### config.mk
export PLATFORM = sky130hd
export DESIGN_NAME = rmq_div_cell
export DESIGN_NICKNAME = d
export VERILOG_FILES = /design/src/rtl/rmq_pkg.sv /design/src/rtl/rmq_div_cell.sv
export SDC_FILE = /design/constraint.sdc
export NUM_CORES = 1
export LEC_CHECK = 0
export BUFFER_PORTS_ARGS = -buffer_cell sky130_fd_sc_hd__buf_2
export CAP_MARGIN = 0
export CORE_AREA = 2 2 289 291
export DETAILED_ROUTE_END_ITERATION = 7
export DIE_AREA = 0 0 291 293
export GPL_TIMING_DRIVEN = 0
export PLACE_DENSITY = 0.48
export REMOVE_ABC_BUFFERS = 1
export SLEW_MARGIN = 0
export SYNTH_ARGS = -nofsm -noshare
export SYNTH_HDL_FRONTEND = slang
export SYNTH_SLANG_ARGS = --single-unit
### constraint.sdc
create_clock -name i_clk -period 4.86 [get_ports i_clk]
set_input_delay 1.215 -clock i_clk [delete_from_list [all_inputs] [get_ports i_clk]]
set_output_delay 1.215 -clock i_clk [all_outputs]
set_load 0.01 [all_outputs]
### src/rtl/rmq_pkg.sv
// ----------------------------------------------------------------------------
// rmq_pkg
// Shared types, constants and helpers for the matrix-to-quaternion unit.
// ----------------------------------------------------------------------------
package rmq_pkg;

    // Width of a component numerator magnitude (sum or difference of two Q values)
    localparam int MAG_W     = 17;
    // Quotient bits resolved by the divider cells
    localparam int DIV_STEPS = 17;
    // Width of one matrix element or quaternion component
    localparam int VAL_W     = 16;

    // Lead component positions
    localparam logic [1:0] POS_W = 2'd0;
    localparam logic [1:0] POS_X = 2'd1;
    localparam logic [1:0] POS_Y = 2'd2;
    localparam logic [1:0] POS_Z = 2'd3;

    // Side information that travels with a beat through the cells
    typedef struct packed {
        logic [1:0]             lead;
        logic                   degen;
        logic [2:0]             neg;
        logic [2:0][MAG_W-1:0]  mag;
    } t_tag;

    // Saturate a signed quotient given as sign, overflow and magnitude
    function automatic logic [VAL_W-1:0] sat_comp(input logic neg, input logic ovf,
                                                  input logic [DIV_STEPS-1:0] q);
        logic [DIV_STEPS-1:0] q_n;
        q_n = -q;
        if (!neg) begin
            sat_comp = (ovf || q > 17'd32767) ? 16'h7fff : q[VAL_W-1:0];
        end else begin
            sat_comp = (ovf || q > 17'd32768) ? 16'h8000 : q_n[VAL_W-1:0];
        end
    endfunction

endpackage

### src/rtl/rmq_div_cell.sv
// ----------------------------------------------------------------------------
// rmq_div_cell
// One restoring division step for three lanes sharing one divisor.
// ----------------------------------------------------------------------------
module rmq_div_cell #(
    parameter int WW = 60,
    parameter int RW = 20
) (
    input  logic                                i_clk,
    input  logic                                i_rst_n,
    input  logic                                i_en,
    input  logic                                i_valid,
    input  rmq_pkg::t_tag                       i_tag,
    input  logic [RW-1:0]                       i_root,
    input  logic [WW-1:0]                       i_den,
    input  logic [2:0][WW-1:0]                  i_rem,
    input  logic [2:0][rmq_pkg::DIV_STEPS-1:0]  i_quo,
    input  logic [2:0]                          i_ovf,
    output logic                                o_valid,
    output rmq_pkg::t_tag                       o_tag,
    output logic [RW-1:0]                       o_root,
    output logic [WW-1:0]                       o_den,
    output logic [2:0][WW-1:0]                  o_rem,
    output logic [2:0][rmq_pkg::DIV_STEPS-1:0]  o_quo,
    output logic [2:0]                          o_ovf
);

    logic [2:0]           take;
    logic [2:0][WW-1:0]   rem_d;

    // Compare each lane with the shifted divisor
    always_comb begin
        for (int l = 0; l < 3; l++) begin
            take[l]  = (i_rem[l] >= i_den);
            rem_d[l] = take[l] ? (i_rem[l] - i_den) : i_rem[l];
        end
    end

    always_ff @(posedge i_clk) begin
        if (!i_rst_n) begin
            o_valid <= 1'b0;
        end else if (i_en) begin
            o_valid <= i_valid;
        end
    end

    always_ff @(posedge i_clk) begin
        if (i_en) begin
            o_tag  <= i_tag;
            o_root <= i_root;
            o_den  <= i_den >> 1;
            o_ovf  <= i_ovf;
            for (int l = 0; l < 3; l++) begin
                o_rem[l] <= rem_d[l];
                o_quo[l] <= {i_quo[l][rmq_pkg::DIV_STEPS-2:0], take[l]};
            end
        end
    end

endmodule
After elaboration in Yosys (flattened, before gate mapping) --
Index checks and enable logic that the tools add are counted.
Word-level totals: output and inout port bits 372, bits of input ports 375, flip-flop bits (word level) 371, logic and storage cells 25
Operators by class: add/sub/neg operators 3, magnitude comparators 3, muxes and demuxes 3
Operators with widths (count):
- >= comparator 60 bit | 3
- two-way mux 60 bit | 3
- subtractor 60 bit | 3

Depth between registers and ports, before layout --
Gate-level depths: netlist (run 1).
depth after elaboration 2, gate-level depth with buffers 17, gate-level depth less buffers 14

Worst setup path after synthesis (run 1) --
Ideal clock, no wire load.
kind input port to flip-flop, start point in i_den[2], end point reg o_rem[106] (netlist name) (data pin), data required time 4.600 ns, arrival time 4.088 ns, library setup time 0.260 ns, cell stages on the path 13, path buffers 1, setup slack 0.512 ns, cell sequence inv_1 ha_1 nor2b_1 o31a_1 a311o_1 a2111oi_4 o22ai_2 a31o_2 a21o_1 a31oi_1 o21ai_2 buf_6 mux2_4
RTL lines:
- from (decl) | RTL line rmq_div_cell.sv:15 | input logic [WW-1:0] i_den,
- to (signal, indexed assignment) | RTL line rmq_div_cell.sv:54 | o_rem[l] <= rem_d[l];
- to (decl) | RTL line rmq_div_cell.sv:23 | output logic [2:0][WW-1:0] o_rem,

==> metrics.md, run 1 <==
| Metric | Value |
|---|---|
| Fillers | `8289` |
| Crit path DAT | `a little over 5 ns` |
| Routability cong. | `0.902` |
| CP required | `approximately 5.2 ns` |
| LEAKAGE | `about 13 nW` |
| Final period util | `0.978` |
| Post-synth cell types | `72` |
| Power share of the clock group | `0.337` |
| Place WS | `-1.20 ns` |
| I/O pin count | `roughly 750` |
| Initial drt markers | `1525` |
| CP Max Fanout | `34` |
| Die Span Y | `~300 um` |
| Cells after Synth | `about 2300` |
| Routed WL per cell | `23.3 um` |
| Clock transition at the registers of the reported paths | `about 0.060 ns` |
| Post-synthesis sequential area ratio | `0.473` |
| Post-DP HPWL | `between 80000 and 90000 um` |
| Layout Nets | `~3600` |
| Setup TNS | `0 ns` |
| Final setup margin | `roughly 0.11 ns` |
| Hold path startpoint | `o_valid` |
| Row Count | `105` |
| Clock latency on the worst-skew pair | `~0.57 ns` |
| Layout area overhead | `28.7%` |
| Starting density of the core | `0.288` |
| All-Layer GR Usage | `0.216` |
| Post-layout min period | `approximately 4.8 ns` |
| DRT Wirelength | `96600 um` |
| Switch Pwr | `3.38 mW` |
| Nature of the critical path endpoint | `flop` |
| Sequential share of power | `0.384` |
| CP Launch Type | `input port` |
| Fin area | `a little over 30000 sq um` |
| Worst R2R Start | `o_valid` |
| Post-synth EDFFs | `370` |
| Initial antenna violation count | `37` |
| Capturing point of the worst reg2reg path | `o_valid` |
| Switching share of power | `0.319` |
| Final hold viol count | `0` |
| Share of layout cells above drive strength 1 | `0.301` |
| Combinational share of power | `0.279` |
| Residual DRC count | `0` |
| Hold Path End | `o_valid` |
| Main synth FF type | `edfxtp_1` |
| Async SR Flop Fraction | `0` |
| First-pass GRT wire length | `138000 um` |
| Slew headroom | `0.445` |
| Clk_skew | `0 ns` |
| Reg2Reg Depth | `2` |
| Max Freq | `210 MHz` |
| Worst min-delay path category | `flop to flop` |
| Min-Delay Path Depth | `2` |
| Clk sinks | `about 370` |
| Setup violations, final | `0` |
| Total Power | `around 11 mW` |
| Count of pins over their slew limit | `0` |
| Kind of critical path | `input port to flop` |
| Antenna Nets Post-Route | `0` |
| Drt first pass iters | `7` |
| Vias in the first global route | `20607` |
| Int Power | `~7.2 mW` |
| Horiz. Die Dim | `approximately 290 um` |
| Core Area | `slightly above 80000 sq um` |
| Bufs on Longest Clock Path | `3` |
| Reg2reg setup slack | `between 4 and 5 ns` |
| Via-to-Cell Ratio | `5.09` |
| Peak VDD IR | `0.210 mV` |
| I/O Buffers | `between 700 and 800` |
| Status | `finished, final reports clean` |
| Via count | `approximately 21000` |
| CTS root buffer | `clkbuf_16` |
| H-tree depth | `2` |
| Warnings, synthesis | `0` |
| Number of max-cap violations | `0` |
| CTS tree | `yes` |
| Syn avg cell area | `around 10 sq um` |
| Grt total ovfl | `0` |
| Power density cells | `roughly 350 nW/um^2` |
| Worst Tran Pin Value | `just over 0.8 ns` |
| FF+latch count, synth | `371` |
| CTS Buf Count | `47` |
| Placed inst area | `around 28000 sq um` |
| Largest net degree at the start of global routing | `123` |
| Die Area | `roughly 85000 sq um` |
| Mapped Area | `23500 sq um` |
-- how the worst max path moves through the flow --
stage,startpoint,endpoint,cells after the start
finish,i_den[2],o_rem[63],16
global route,i_den[2],o_rem[63],16
CTS,i_den[13],o_rem[3],18
detailed placement,i_den[15],o_rem[3],18
global placement,i_den[2],o_rem[146],13
floorplan,i_den[2],o_rem[140],12
-- kinds of logic (layout without fill, tap and decap cells) --
family | count (synthesis) | count (layout) | synth area share
AOI/OAI and AO/OA | 752 | 752 | 0.197
xor gates and xnor gates | 164 | 164 | 0.0610
adders and majority gates | 183 | 183 | 0.0982
buffers and inverters | 211 | 952 | 0.0376
DFF | 371 | 371 | 0.473
muxes | 25 | 25 | 0.0147
other | 1 | 17 | 0.000159
and+or+nand+nor | 619 | 619 | 0.119
-- sequential cells by signal, summed over array words and instances, names as in the netlist --
signal and flops:
o_den 59, o_ovf 3, o_quo 51, o_rem 180, o_valid 1, o_root 20, o_tag 57
-- timing repair --
action | in CTS | in global routing
endpoints found under the hold margin | 0 | 0
setup buffers | 4 | 3
gates resized for setup | 18 | 26
hold buffers | 0 | 0
endpoints found under the setup margin | 91 | 59
pin swaps | 4 | 3
-- Yosys cell counts (21+ instances only) --
| library cell | instances | area [sq um] |
|---|---|---|
| inv_1 | 106 | 398 |
| nand2_1 | 260 | 976 |
| a21o_1 | 108 | 811 |
| o21bai_1 | 26 | 195 |
| nor3_1 | 31 | 155 |
| o21ai_0 | 215 | 1080 |
| nor2b_1 | 21 | 131 |
| a21oi_1 | 225 | 1130 |
| nand4_1 | 53 | 332 |
| edfxtp_1 | 370 | 11100 |
| xor2_1 | 72 | 631 |
| xnor2_1 | 92 | 806 |
| a31oi_1 | 33 | 206 |
| ha_1 | 180 | 2250 |
| nor2_1 | 143 | 537 |
| clkbuf_1 | 80 | 300 |
| nand3_1 | 36 | 180 |
-- critical path, stage by stage --
cell and delay [ns]:
buf_2 0.11, clkinvlp_4 0.19, ha_4 0.31, nor2b_1 0.14, o31a_1 0.32, a311o_1 0.43
a2111oi_4 0.41, o22ai_4 0.16, a31o_2 0.29, a21o_4 0.26, a31oi_4 0.22, o21ai_4 0.10
buf_12 0.18, buf_12 0.18, buf_16 0.18, mux2_4 0.32
-- per-stage QoR --
stage	hold slack, ns	utilization	cells
floorplan	0.538	-	2221
global placement	0.494	0.343	4033
detailed placement	0.523	0.348	4048
CTS	0.532	0.368	4135
global route	0.605	0.370	4148
finish	0.531	0.370	4153
-- layout make-up --
type                       count  area [sq um]  share of cell area
tap                         1070          1340              0.0442
clock buffer                  51          1190              0.0393
antenna                       16          40.0             0.00132
sequential                   371         11100               0.367
multi-input combinational   1744         11700               0.387
inverter                     106           413              0.0136
clock inverter                32           372              0.0123
timing repair buffer         763          4090               0.135
-- power by group through the flow --
stage | clock network [mW] | registers [mW] | logic, mW
after global routing | 3.81 | 4.11 | 3.22
after global placement | 0 | 4.18 | 2.88
after CTS | 3.67 | 4.08 | 2.94
after detailed placement | 0 | 4.14 | 2.90
after floorplan | 0 | 4.33 | 1.48
final | 3.57 | 4.07 | 2.95
-- layout by cell type (no fill, tap or decap), drive strengths merged, types with 10 or more instances in the layout --
master  netlist  routed
nor2        143     143
ha          180     180
o21a         19      19
nor3         31      31
clkinv        0      19
mux2         22      22
or2          10      10
clkbuf       80      51
a211oi       10      10
nand2b       18      18
nor2b        21      21
diode         0      16
xor2         72      72
a21boi       10      10
nand3        36      36
and2         12      12
a21oi       226     226
xnor2        92      92
nand2       260     260
nand4        53      53
a31oi        33      33
o21bai       26      26
o211ai       11      11
a21o        108     108
buf          25     763
a221oi       10      10
inv         106     105
o31ai        21      21
and3         12      12
o21ai       223     223
edfxtp      370     370
-- routing by layer --
layer,GRT usage,wire [um]
met4,0.0508,1990
met5,0,120
met2,0.375,47600
met3,0.0341,4730
met1,0.282,42200
(Power assumes the default switching activity.)
==> run 2: changes to the inputs <==
--- a/config.mk
+++ b/config.mk
@@ -11,7 +11,7 @@
 export DETAILED_ROUTE_END_ITERATION = 7
 export DIE_AREA = 0 0 291 293
 export GPL_TIMING_DRIVEN = 0
-export PLACE_DENSITY = 0.48
+export PLACE_DENSITY_LB_ADDON = 0.25
 export REMOVE_ABC_BUFFERS = 1
 export SLEW_MARGIN = 0
 export SYNTH_ARGS = -nofsm -noshare
==> metrics.md, run 2 (same netlist as run 1, synthesis figures left out) <==
| Metric | Value |
|---|---|
| CTS Buf Count | `45 (-4.3%)` |
| Number of max-cap violations | `0 (unchanged)` |
| Final period util | `0.981 (+0.00316)` |
| Setup violations, final | `0 (unchanged)` |
| Reg2reg setup slack | `4.27 ns (about the same)` |
| CTS root buffer | `clkbuf_16` |
| I/O Buffers | `742 (unchanged)` |
| Worst Tran Pin Value | `0.906 ns (+0.0809 ns)` |
| Drt first pass iters | `5 (-2)` |
| Finished Layout Cells | `4161 (+0.19%)` |
| Routed length on met1 | `41700 um (-1.2%)` |
| CP required | `5.18 ns (about the same)` |
| Top sig layer | `met5` |
| DR WL met2 | `45400 um (-4.6%)` |
| Max Freq | `210 MHz (-0.32%)` |
| Slowest-stage cell, CP | `o31ai_2` |
| First-pass GRT wire length | `135000 um (-2.6%)` |
| I/O pin count | `747 (unchanged)` |
| Crit path DAT | `5.09 ns (about the same)` |
| Peak VDD IR | `0.220 mV (+5.0%)` |
| Met3 Routed Length | `5310 um (+12%)` |
| Antenna Nets Post-Route | `0 (unchanged)` |
| Crit path max-delay family | `compound AO/OA/AOI/OAI gates` |
| CP Launch Type | `input port` |
| Worst path bufs/invs | `3 (-2)` |
| Horiz. Die Dim | `291 um (unchanged)` |
| Clk_skew | `0 ns (unchanged)` |
| Commonest non-fill, non-tap cells in the layout | `741 x buf_2, 370 x edfxtp_1, 260 x nand2_1` |
| Count of pins over their slew limit | `0 (unchanged)` |
| Final hold viol count | `0 (unchanged)` |
| Vias in the first global route | `19976 (-3.1%)` |
| Number of flip-flops in the largest register | `180 (unchanged)` |
| Die Span Y | `293 um (unchanged)` |
| Kind of critical path | `input port to flop` |
| Final Hold Slack | `0.519 ns (-0.0120 ns)` |
| Slew headroom | `0.390 (-0.0544)` |
| Slowest cell delay on critical path | `0.46 ns (+0.03 ns)` |
| Largest regs | `o_rem (180), o_den (59), o_tag (57)` |
| Bufs on Longest Clock Path | `3 (unchanged)` |
| Die Area | `85300 sq um (unchanged)` |
| H-tree depth | `2 (unchanged)` |
| Power density cells | `344 nW/um^2 (-1.6%)` |
| Share of layout cells above drive strength 1 | `0.301 (about the same)` |
| Grt total ovfl | `0 (unchanged)` |
| Routed WL per cell | `22.8 um (-2.0%)` |
| RSZ-0062 raised after global routing | `yes` |
| Routability cong. | `0.911 (+1.0%)` |
| DRT Wirelength | `94900 um (-1.8%)` |
| Initial antenna violation count | `33 (-11%)` |
| Commonest non-fill, non-tap cell in the layout | `buf_2` |
| All-Layer GR Usage | `0.212 (-0.00379)` |
| Via-to-Cell Ratio | `5.03 (-1.1%)` |
| CTS tree | `yes` |
| Post-layout min period | `4.77 ns (+0.0154 ns)` |
| Row Count | `105 (unchanged)` |
| Clock latency on the worst-skew pair | `0.58 ns (about the same)` |
| Initial drt markers | `1476 (-3.2%)` |
| # hold bufs at CTS | `0 (unchanged)` |
| Worst min-delay path category | `flop to flop` |
| Status | `finished, final reports clean` |
| Critical path's most frequent cell | `a21oi_1` |
| Layout Nets | `3596 (+0.14%)` |
| Post-DP HPWL | `78700 um (-2.8%)` |
| Core Area | `81800 sq um (unchanged)` |
| Cell count after placement | `4048 (unchanged)` |
| Layout area overhead | `28.5%` |
| LEAKAGE | `13.2 nW (-0.41%)` |
| Largest reg by FF count | `o_rem` |
| Residual DRC count | `0 (unchanged)` |
| Clock transition at the registers of the reported paths | `0.06 ns (about the same)` |
| Via count | `20939 (-0.91%)` |
| Largest net degree at the start of global routing | `124 (+0.81%)` |
| CP Max Fanout | `5 (-85%)` |
| Total Power | `10.4 mW (-1.7%)` |
| Clk sinks | `371 (unchanged)` |
| Nature of the critical path endpoint | `flop` |
| Worst-path cell chain | `buf_2, clkinvlp_4, buf_4, ha_1, o21a_1, o31ai_1, a21oi_1, a21oi_1, o31ai_2, a21oi_1, o21ai_0, a31oi_1, a221oi_1, xnor2_1, o21ai_0` |
| Starting density of the core | `0.288 (unchanged)` |
==> run 2: cell count changes in the layout (fill, tap and decap cells not counted), sizes merged <==
| cell | delta |
|---|---|
| bufinv | -1 |
| o21ai | +1 |
| diode | +5 |
| clkinv | -3 |
| inv | -5 |
| o31ai | +1 |
| buf | +5 |
| clkinvlp | +5 |
==> run 2: worst paths after layout <==
path | from | endpoint | cells after the start
setup reg to reg | o_valid | o_valid | 2
hold / removal | o_valid | o_valid | 2
setup / recovery | i_den[2] | o_rem[59] | 15
hold reg to reg | o_valid | o_valid | 2
==> run 2: what timing repair did <==
| item | in CTS | in global routing |
|---|---|---|
| endpoints found under the setup margin | 120 | 49 |
| resized for setup | 27 | 15 |
| gates cloned | 2 | 0 |
| endpoints found under the hold margin | 0 | 0 |
| pin swaps | 10 | 5 |
| setup buffers | 6 | 6 |
==> run 2: tightest hold or removal path, delay by kind of cell (launching register included) <==
family	cells	cell delay [ns]
simple gates	1	0.10
mux	1	0.06
flops	1	0.32
==> run 2: report_power, final <==
| group | internal, mW | switching [mW] | total, mW |
|---|---|---|---|
| Clock | 1.97 | 1.43 | 3.40 |
| Combinational | 1.15 | 1.81 | 2.96 |
| Sequential | 3.97 | 0.0909 | 4.06 |
| Total | 7.09 | 3.33 | 10.4 |
==> run 2: area by class of cell <==
class / count / area [sq um]
diodes: 21 / 52.6
clock buffers: 51 / 1150
repair buffers: 768 / 4130
fillers: 8378 / 51600
inverters: 106 / 432
flip-flops and latches: 371 / 11100
multi-input cells: 1746 / 11700
clock inverters: 28 / 307
well taps: 1070 / 1340
==> run 2: metrics by stage <==
stage	setup WS (ns)	setup TNS, ns	util	instance area (sq um)
after global placement	-12.00	-2202.18	0.343	28100
final	0.0913	0	0.370	30300
after CTS	0.00371	0	0.368	30100
after floorplan	-4.73	-412.80	-	23100
after global routing	-0.0606	-0.0970	0.370	30300
after detailed placement	-1.36	-138.31	0.348	28500
==> run 2: layer usage <==
layer / track usage / vias to the layer above
met5: 0 / -
met4: 0.0633 / 10
met3: 0.0342 / 120
met2: 0.357 / 694
met1: 0.280 / 10016
li1: - / 10099
