**src/rtl/rmq_pkg.sv**
```systemverilog
// ----------------------------------------------------------------------------
// rmq_pkg
// Shared types, constants and helpers for the matrix-to-quaternion unit.
// ----------------------------------------------------------------------------
package rmq_pkg;

    // Width of a component numerator magnitude (sum or difference of two Q values)
    localparam int MAG_W     = 17;
    // Quotient bits resolved by the divider cells
    localparam int DIV_STEPS = 17;
    // Width of one matrix element or quaternion component
    localparam int VAL_W     = 16;

    // Lead component positions
    localparam logic [1:0] POS_W = 2'd0;
    localparam logic [1:0] POS_X = 2'd1;
    localparam logic [1:0] POS_Y = 2'd2;
    localparam logic [1:0] POS_Z = 2'd3;

    // Side information that travels with a beat through the cells
    typedef struct packed {
        logic [1:0]             lead;
        logic                   degen;
        logic [2:0]             neg;
        logic [2:0][MAG_W-1:0]  mag;
    } t_tag;

    // Saturate a signed quotient given as sign, overflow and magnitude
    function automatic logic [VAL_W-1:0] sat_comp(input logic neg, input logic ovf,
                                                  input logic [DIV_STEPS-1:0] q);
        logic [DIV_STEPS-1:0] q_n;
        q_n = -q;
        if (!neg) begin
            sat_comp = (ovf || q > 17'd32767) ? 16'h7fff : q[VAL_W-1:0];
        end else begin
            sat_comp = (ovf || q > 17'd32768) ? 16'h8000 : q_n[VAL_W-1:0];
        end
    endfunction

endpackage

```
**src/rtl/rmq_sqrt_cell.sv**
```systemverilog
// ----------------------------------------------------------------------------
// rmq_sqrt_cell
// One step of the restoring square root: settles one root bit per beat.
// ----------------------------------------------------------------------------
module rmq_sqrt_cell #(
    parameter int NW = 40,
    parameter int RW = 20
) (
    input  logic                i_clk,
    input  logic                i_rst_n,
    input  logic                i_en,
    input  logic                i_valid,
    input  rmq_pkg::t_tag       i_tag,
    input  logic [NW-1:0]       i_rad,
    input  logic [RW+1:0]       i_rem,
    input  logic [RW-1:0]       i_root,
    output logic                o_valid,
    output rmq_pkg::t_tag       o_tag,
    output logic [NW-1:0]       o_rad,
    output logic [RW+1:0]       o_rem,
    output logic [RW-1:0]       o_root
);

    logic [RW+3:0] rem_t;
    logic [RW+3:0] trial;
    logic          take;
    logic [RW+3:0] rem_d;

    // Bring down two radicand bits and try the next root bit
    assign rem_t = {i_rem, i_rad[NW-1:NW-2]};
    assign trial = {2'b00, i_root, 2'b01};
    assign take  = (rem_t >= trial);
    assign rem_d = take ? (rem_t - trial) : rem_t;

    // Clear valid under reset, advance payload on enable
    always_ff @(posedge i_clk) begin
        if (!i_rst_n) begin
            o_valid <= 1'b0;
        end else if (i_en) begin
            o_valid <= i_valid;
        end
    end

    always_ff @(posedge i_clk) begin
        if (i_en) begin
            o_tag  <= i_tag;
            o_rad  <= {i_rad[NW-3:0], 2'b00};
            o_rem  <= rem_d[RW+1:0];
            o_root <= {i_root[RW-2:0], take};
        end
    end

endmodule

```
**config.mk**
```make
export PLATFORM = sky130hd
export DESIGN_NAME = rmq_sqrt_cell
export DESIGN_NICKNAME = d
export VERILOG_FILES = /design/src/rtl/rmq_pkg.sv /design/src/rtl/rmq_sqrt_cell.sv
export SDC_FILE = /design/constraint.sdc
export NUM_CORES = 1
export LEC_CHECK = 0
export ABC_AREA = 1
export ABC_CLOCK_PERIOD_IN_PS = 2700
export BUFFER_PORTS_ARGS = -buffer_cell sky130_fd_sc_hd__buf_2
export CORE_MARGIN = 2
export CORE_UTILIZATION = 51
export DETAILED_ROUTE_END_ITERATION = 16
export GPL_ROUTABILITY_DRIVEN = 0
export PLACE_DENSITY = 0.86
export SLEW_MARGIN = 20
export SYNTH_ARGS = -nofsm -noshare
export SYNTH_HDL_FRONTEND = slang
export SYNTH_SLANG_ARGS = --single-unit
export TNS_END_PERCENT = 30
```
**constraint.sdc**
```tcl
create_clock -name i_clk -period 2.7 [get_ports i_clk]
set_input_delay 0.27 -clock i_clk [delete_from_list [all_inputs] [get_ports i_clk]]
set_output_delay 0.27 -clock i_clk [all_outputs]
set_load 0.03 [all_outputs]
```
After elaboration in Yosys (flattened, before gate mapping)
Index checks and enable logic that the tools add are counted.
Cells by class
  $add $sub $neg: 1
  magnitude comparators: 1
  mux-type cells: 1
Operators with widths (count)
  24-bit by 22-bit >= comparator with 1-bit output: 1
  22-bit 2-to-1 mux: 1
  22-bit subtractor: 1
Storage, ports and cells
  register bits after elaboration: 138
  output and inout bits: 140
  word-level logic and storage cells: 13

Depth between registers and ports, before layout
Gate-level depths: netlist of run 1.
  depth after elaboration: 2
  mapped depth: 14
  mapped depth without buffers: 13

Worst setup path before layout of run 1
OpenSTA, ideal clock, no wires.
  kind: input to register
  start: input i_root[4]
  end: register o_rem[21], data pin
  library setup time: 0.253 ns
  data arrival time: 1.571 ns
  data required time: 2.447 ns
  path slack: 0.877 ns
  stages on the path: 11
  cells stage by stage: inv_1 > ha_1 > nand2_2 > inv_2 > a21oi_2 > nand2_4 > nand2_4 > nand4_4 > buf_12 > nand3_2 > nand2_1
Between the ends
  cells in the longest elaborated chain, start to end: 2
  elaborated cells between the ends (all ways): 3
  classes of those cells: add/sub (1); order compare (1); mux (1)
Ends and longest elaborated chain
  start, declared: line rmq_sqrt_cell.sv:16  | input logic [RW-1:0] i_root,
  22-bit subtractor / 24-bit by 22-bit >= comparator with 1-bit output (equally long branches): line rmq_sqrt_cell.sv:33, rmq_sqrt_cell.sv:32
  22-bit 2-to-1 mux (*): line rmq_sqrt_cell.sv:33  | assign rem_d = take ? (rem_t - trial) : rem_t;
  net rem_d[21]: line rmq_sqrt_cell.sv:27  | logic [RW+3:0] rem_d;
  end signal, assigned: line rmq_sqrt_cell.sv:48  | o_rem <= rem_d[RW+1:0];
  end, declared: line rmq_sqrt_cell.sv:20  | output logic [RW+1:0] o_rem,
The timed path passes the listed nets; every way through them passes the cells marked *.
A chain may end at the register's enable or synchronous reset.

Worst setup path in the final report of run 1
  start: input i_root[15]
  end: register o_rem[1], data pin
Between the ends
  cells in the longest elaborated chain, start to end: 2
Ends and longest elaborated chain
  24-bit by 22-bit >= comparator with 1-bit output: line rmq_sqrt_cell.sv:32  | assign take = (rem_t >= trial);
  22-bit 2-to-1 mux: line rmq_sqrt_cell.sv:33
  net rem_d[1]: line rmq_sqrt_cell.sv:27
The timed path passes the listed nets, and every way through them passes these cells.

==> metrics.cfg, run 1 <==
[run_status]
run_status = complete, no violations

[logic_synthesis]
yosysWarnings = 0
yosys-top-cells-area = sky130_fd_sc_hd__edfxtp_1, sky130_fd_sc_hd__nand2_1, sky130_fd_sc_hd__inv_1
netlist_instances = 552
yosysTopAreaCell = sky130_fd_sc_hd__edfxtp_1
synth_top_cell_area_share = 0.648
post_synthesis_instance_area_sq_mm = 0.00635
fraction_of_the_yosys_area_taken_by_sequential_cells = 0.651
synth.lib_cells_used.distinct = 34
ys_ff_latch = 138
synthesis.area_per_instance_sq_um = 11.5

[detailed_routing]
detailedRoute.firstPassIterationCount = 5
routed_via_density = 4.92
drt_iter0_markers = 425
wl_um = 17600
vias = 5076
post_drt_wl_per_cell_um = 17.1
antenna_violating_nets_post_route = 0
residual_drc = 0

[cts]
cts.root.buffer_cell = sky130_fd_sc_hd__clkbuf_16
clk_pin_slew_ps = 60
postCtsSetupBuffers = 0
cts_resized = 0
cts_sinks = 138
htree_num_levels = 4
worst_skew_pair.late_latency_ps = 420
postCtsHoldBufs = 0
max-clock-path-buffers = 2
cts_inserted_buffers = 17
clock_tree_from_tritoncts = done

[die]
initial_utilization = 0.526
die_w_um = 116
floorplan.die_area_sq_mm = 0.0134
core_region_area_sq_mm = 0.0121
fp.dieH_um = 116
number_of_placement_rows = 40
pin_count = 283

[sta]
final-setup-viol-count = 0
worst_slew_pin_tran_ps = 581
timing_max_transition_violations_final = 0
grt_setup_unrepaired = no
hold_viol = 0
top_achievable_clock_speed_ghz = 0.526
post-route-period-util = 0.705
timing.clock.skew_ps = 0
final.min_clock_period_ps = 1900
total_negative_setup_slack_ps = 0
max_slew_margin = 0.613

[worst_setup_path]
arrival_ps = 2080
worstPathRequired_ps = 2870
start_kind = primary input
timing.critical_path.fanout_max = 13
reg2reg_depth = 2
timing.rr.start = o_valid
criticalPathCategory = primary input to flip-flop
regToRegSetupSlack_ps = 1970
setup.worst_path.end_class = flip-flop
worst_r2r_endpoint = o_valid

[pwr]
intPower_uw = 4320
share_clk_of_total_power = 0.368
p_seq_frac = 0.429
total_switching_power_uw = 1810
max-vdd-ir-drop_v = 0.000397
power.share.combinational = 0.202
switching_share = 0.295
power_leakage_uw = 0.00415
power_density_mw_per_mm2 = 719

[placement]
placed_area_sq_mm = 0.00795
dp_hpwl_um = 13400
io_buffers = 280

[layout]
fraction_of_layout_cells_with_a_size_suffix_above_1 = 0.432
num-nets-final = 1013
post-route-cell-area_sq_mm = 0.00853
area_growth_pct = 34.3

[run]
drv_cap = 0

[grt]
grt_overflow_total = 0
wire_length_of_the_first_global_routing_pass_um = 25600
grt_usage = 0.262
grt_antenna_before_repair = 1
grt_max_degree = 62
grt_pass1_vias = 4922

[worst_hold_path]
worst_hold_path_depth = 1
holdCritPathClass = primary input to flip-flop
worstHoldEndpoint = o_tag[29]
hold_path.startpoint = i_tag[29]

-- cells in the final DEF (no fill, tap or decap), drive strengths merged, types with 5 or more instances in the layout --
cell type,instances
buf,285
nand2,161
edfxtp,137
inv,101
nor2,28
nand3,28
ha,22
clkbuf,19
nand4,17
a21oi,15
o21ai,12
xor2,8
nand3b,5
-- sequential cells by signal, summed over array words and instances, names as in the netlist --
name,flops
o_rad,38
o_root,20
o_valid,1
o_rem,22
o_tag,57
-- layer usage --
layer	track usage	share of wire	vias to the layer above
li1	-	-	2432
met1	0.277	0.35	2377
met2	0.485	0.54	236
met3	0.0826	0.087	31
met4	0.103	0.024	0
met5	0	0	-
-- metrics by stage --
stage / hold slack (ps) / util / total power, uW / instances / worst slack, ps
5_1_grt: 0.546 / 0.707 / 6360 / 1030 / 709
3_5_place_dp: 448 / 0.659 / 3910 / 997 / 392
2_1_floorplan: 363 / - / 3480 / 553 / 877
4_1_cts: 8.53 / 0.706 / 6160 / 1029 / 834
6_report: 24.7 / 0.707 / 6130 / 1031 / 798
3_3_place_gp: 446 / 0.659 / 3880 / 997 / 457
-- final cells by class --
class	instances	area (sq um)
antenna	2	5.00
multi-input combinational	308	1760
fill	883	3540
sequential	138	4130
tap	168	210
clock inverter	13	143
clock buffer	19	433
inverter	98	368
timing repair buffer	285	1470
-- logic make-up (layout without fill, tap and decap cells) --
| kind of cell | after synthesis | after routing | synth area share |
|---|---|---|---|
| other | 1 | 4 | 0.000591 |
| AOI/OAI and AO/OA | 29 | 29 | 0.0307 |
| adders and majority gates | 22 | 22 | 0.0434 |
| and+or+nand+nor | 246 | 246 | 0.190 |
| DFF | 138 | 138 | 0.651 |
| xor gates and xnor gates | 9 | 9 | 0.0124 |
| buffers and inverters | 107 | 415 | 0.0717 |
-- synthesized netlist by cell type (all sizes together) --
cell / instances
and2: 2
xnor2: 1
ha: 22
clkbuf: 2
a21oi: 15
nand3: 28
nor3: 3
o21ai: 12
dfxtp: 1
o21bai: 2
nand3b: 5
buf: 7
nor2: 28
conb: 1
inv: 98
xor2: 8
edfxtp: 137
or2: 2
nand4: 17
nand2: 161
-- worst max-delay path, stage by stage --
cell                      delay (ps)
sky130_fd_sc_hd__buf_2           100
sky130_fd_sc_hd__inv_1            40
sky130_fd_sc_hd__ha_1            340
sky130_fd_sc_hd__nand2_2         140
sky130_fd_sc_hd__nor2_2           60
sky130_fd_sc_hd__nand2_2          90
sky130_fd_sc_hd__inv_1            70
sky130_fd_sc_hd__nand2_2         260
sky130_fd_sc_hd__nand4_4         270
sky130_fd_sc_hd__buf_4           280
sky130_fd_sc_hd__nand2_1          90
sky130_fd_sc_hd__o21ai_2          50
-- how the worst max path moves through the flow --
| stage | depth (start not counted) | end | startpoint |
|---|---|---|---|
| 4_1_cts | 12 | o_rem[1] | i_root[15] |
| 6_report | 12 | o_rem[1] | i_root[15] |
| 5_1_grt | 12 | o_rem[1] | i_root[15] |
| 3_3_place_gp | 11 | o_rem[1] | i_rem[4] |
| 2_1_floorplan | 11 | o_rem[21] | i_root[4] |
| 3_5_place_dp | 12 | o_rem[1] | i_root[15] |
-- power groups by stage --
stage	clock network (uW)	registers (uW)	logic, uW
floorplan	0	3080	397
global placement	0	2660	1210
detailed placement	0	2670	1230
CTS	2290	2640	1240
global route	2380	2650	1330
finish	2260	2630	1240
No activity file was read; power rests on OpenSTA's default activity.
==> inputs of run 2 (changes only) <==
- ABC_AREA: 1 -> 0
- ABC_CLOCK_PERIOD_IN_PS: 2700 -> 1600
- CORE_UTILIZATION: 51 -> 42
- PLACE_DENSITY: 0.86 -> 0.77
- clock period: 2.7 -> 1.6 ns (I/O delays scaled with it)
==> metrics.cfg, run 2 <==
[run_status]
run_status = complete, but fails checks
failed_checks = negative setup slack

[sta]
total_negative_setup_slack_ps = -2140  ; -2140 ps
grt_setup_unrepaired = yes
final_worst_hold_slack_ps = 41.8  ; +17.1 ps
final.min_clock_period_ps = 1750
post-route-period-util = 1.09
top_achievable_clock_speed_ghz = 0.572
timing_max_transition_violations_final = 0  ; unchanged
final_critical_path_setup_slack_ps = -148  ; -945 ps
final-setup-viol-count = 20  ; +20
hold_viol = 0  ; unchanged
timing.clock.skew_ps = 0  ; unchanged

[worst_setup_path]
timing.rr.start = o_valid
arrival_ps = 1970  ; -110 ps
criticalPathCategory = primary input to flip-flop
worstPathRequired_ps = 1830  ; -1040 ps
worst_r2r_endpoint = o_valid
timing.critical_path.fanout_max = 6  ; -7
reg2reg_depth = 2  ; unchanged
setup.worst_path.end_class = flip-flop
worstPathCellList = buf_2, inv_1, ha_4, buf_6, a21oi_2, o21ai_1, o21ai_1, nand2_1, a21o_1, o41ai_4
slowest_cell_on_the_critical_path = sky130_fd_sc_hd__o41ai_4
worstSetupStartpoint = i_root[12]
regToRegSetupSlack_ps = 1000  ; -970 ps
start_kind = primary input
cpPeakStageDelay_ps = 350  ; about the same
cpMostUsedCell = sky130_fd_sc_hd__o21ai_1

[logic_synthesis]
synth_edf_count = 137  ; unchanged
yosys-top-cells-area = sky130_fd_sc_hd__edfxtp_1, sky130_fd_sc_hd__ha_1, sky130_fd_sc_hd__mux2_4
netlist_instances = 376  ; -32%
cell_with_the_most_instances_after_synthesis = sky130_fd_sc_hd__edfxtp_1
post_synthesis_instance_area_sq_mm = 0.00583  ; -8.2%
synthFlopType = sky130_fd_sc_hd__edfxtp_1
yosysTopAreaCell = sky130_fd_sc_hd__edfxtp_1
synthesis.area_per_instance_sq_um = 15.5  ; +35%
async_flop_share = 0  ; unchanged
ys_ff_latch = 138  ; unchanged
netlist_top_cells_count = sky130_fd_sc_hd__edfxtp_1, sky130_fd_sc_hd__inv_1, sky130_fd_sc_hd__a21oi_1, sky130_fd_sc_hd__ha_1, sky130_fd_sc_hd__nand2_1
fraction_of_the_yosys_area_taken_by_sequential_cells = 0.709  ; +0.0579
synth.lib_cells_used.distinct = 55  ; +62%
synth_top_cell_area_share = 0.706  ; +0.0576
yosysWarnings = 0  ; unchanged

[worst_hold_path]
hold_path.startpoint = i_root[16]
holdCritPathClass = primary input to flip-flop
worst_hold_path_depth = 2  ; +1
worstHoldEndpoint = o_root[17]

[cts]
cts.root.buffer_cell = sky130_fd_sc_hd__clkbuf_16
cts_sinks = 138  ; unchanged
clock_tree_from_tritoncts = done
htree_num_levels = 4  ; unchanged
clk_pin_slew_ps = 70  ; about the same
max-clock-path-buffers = 2  ; unchanged
worst_skew_pair.late_latency_ps = 410  ; about the same
cts_inserted_buffers = 17  ; unchanged

[die]
pin_count = 283  ; unchanged
number_of_placement_rows = 43  ; +7.5%
initial_utilization = 0.425  ; -0.101
die_w_um = 122  ; +5.4%
fp.dieH_um = 122  ; +5.4%
floorplan.die_area_sq_mm = 0.0148  ; +11%
core_region_area_sq_mm = 0.0137  ; +14%

[detailed_routing]
routed_via_density = 5.14  ; +4.4%
post_drt_wl_per_cell_um = 20.7  ; +21%
wl_um = 22100  ; +25%
antenna_violating_nets_post_route = 0  ; unchanged
vias = 5470  ; +7.8%
drt_iter0_markers = 433  ; +1.9%
detailedRoute.firstPassIterationCount = 6  ; +1
residual_drc = 0  ; unchanged

[layout]
fraction_of_layout_cells_with_a_size_suffix_above_1 = 0.557  ; +0.125
num-nets-final = 1035  ; +2.2%
most_frequent_standard_cell_in_the_layout_excluding_fill_and_tap_cells = sky130_fd_sc_hd__buf_2
layout_top_registers = o_tag: 57 flops, o_rad: 38 flops, o_rem: 22 flops
post-route-cell-area_sq_mm = 0.0104  ; +22%
layout.cells.most_common_list = sky130_fd_sc_hd__buf_2, sky130_fd_sc_hd__edfxtp_1, sky130_fd_sc_hd__dlygate4sd3_1, sky130_fd_sc_hd__buf_4, sky130_fd_sc_hd__inv_1
largest_reg_flops = 57  ; unchanged
area_growth_pct = 79.0
largest-register = o_tag

[pwr]
max-vdd-ir-drop_v = 0.000792  ; +99%
power_density_mw_per_mm2 = 1080  ; +51%
power_leakage_uw = 0.00453  ; +9.1%

[grt]
grt_max_degree = 43  ; -31%
grt_antenna_before_repair = 3  ; +2
wire_length_of_the_first_global_routing_pass_um = 31000  ; +21%
grt_overflow_total = 0  ; unchanged
grt_usage = 0.285  ; +0.0231
grt_pass1_vias = 5627  ; +14%

[placement]
dp_hpwl_um = 13300  ; -0.97%
placed_area_sq_mm = 0.00815  ; +2.6%
io_buffers = 280  ; unchanged

[run]
drv_cap = 0  ; unchanged

-- run 2: timing repair --
item	in CTS	in global routing
hold buffers	114	0
endpoints found under the hold margin	114	0
endpoints found under the setup margin	22	23
setup buffers	4	4
pin swaps	21	17
gates cloned	1	0
resized for setup	53	42
-- run 2: logic make-up (layout without fill, tap and decap cells) --
kind of cell / count (synthesis) / in the layout / synth area share
flops: 138 / 138 / 0.709
compound gates: 78 / 78 / 0.0949
simple gates: 68 / 68 / 0.0594
buf+inv: 39 / 545 / 0.0311
fa+ha+maj: 22 / 22 / 0.0472
mux: 16 / 16 / 0.0367
xor+xnor: 14 / 14 / 0.0210
other cells: 1 / 3 / 0.000643
-- run 2: layout make-up --
cell class              count  area, sq um
multi-input cells         200         1990
repair buffers            484         3370
well taps                 180          225
diodes                      1         2.50
fillers                   785         3280
flip-flops and latches    138         4130
clock buffers              18          429
inverters                  29          124
clock inverters            14          164
-- run 2: how the worst max path moves through the flow --
stage | end | slack (ps) | cells after the start
after floorplan | o_rem[10] | -630 | 10
after CTS | o_rem[7] | -80 | 10
final | o_rem[19] | -150 | 10
after detailed placement | o_rem[19] | -740 | 10
after global routing | o_rem[19] | -180 | 10
after global placement | o_rem[5] | -670 | 9
-- run 2: report_power, final --
group	total [uW]	switching [uW]	internal (uW)
sequential	4470	106	4370
clock	3950	1610	2340
combinational	2900	1640	1250
-- run 2: per-stage QoR --
step,std cells,total power (uW),worst slack (ps),utilization
after detailed placement,908,6820,-739,0.594
final,1064,11300,-148,0.761
after CTS,1059,11200,-75.1,0.745
after floorplan,377,5860,-630,-
after global routing,1064,11700,-182,0.761
after global placement,908,6770,-666,0.594
-- run 2: per-layer routing --
metal	share of wire	vias to the layer above	GRT usage
met1	0.35	2631	0.308
met2	0.51	310	0.496
li1	-	2419	-
met4	0.067	4	0.178
met5	0.0011	-	0
met3	0.072	106	0.0777
-- run 2: critical path, delay by kind of cell --
kind            cells  cell delay, ps
fa+ha+maj           1             230
compound gates      5            1110
buf+inv             3             350
simple gates        1             120
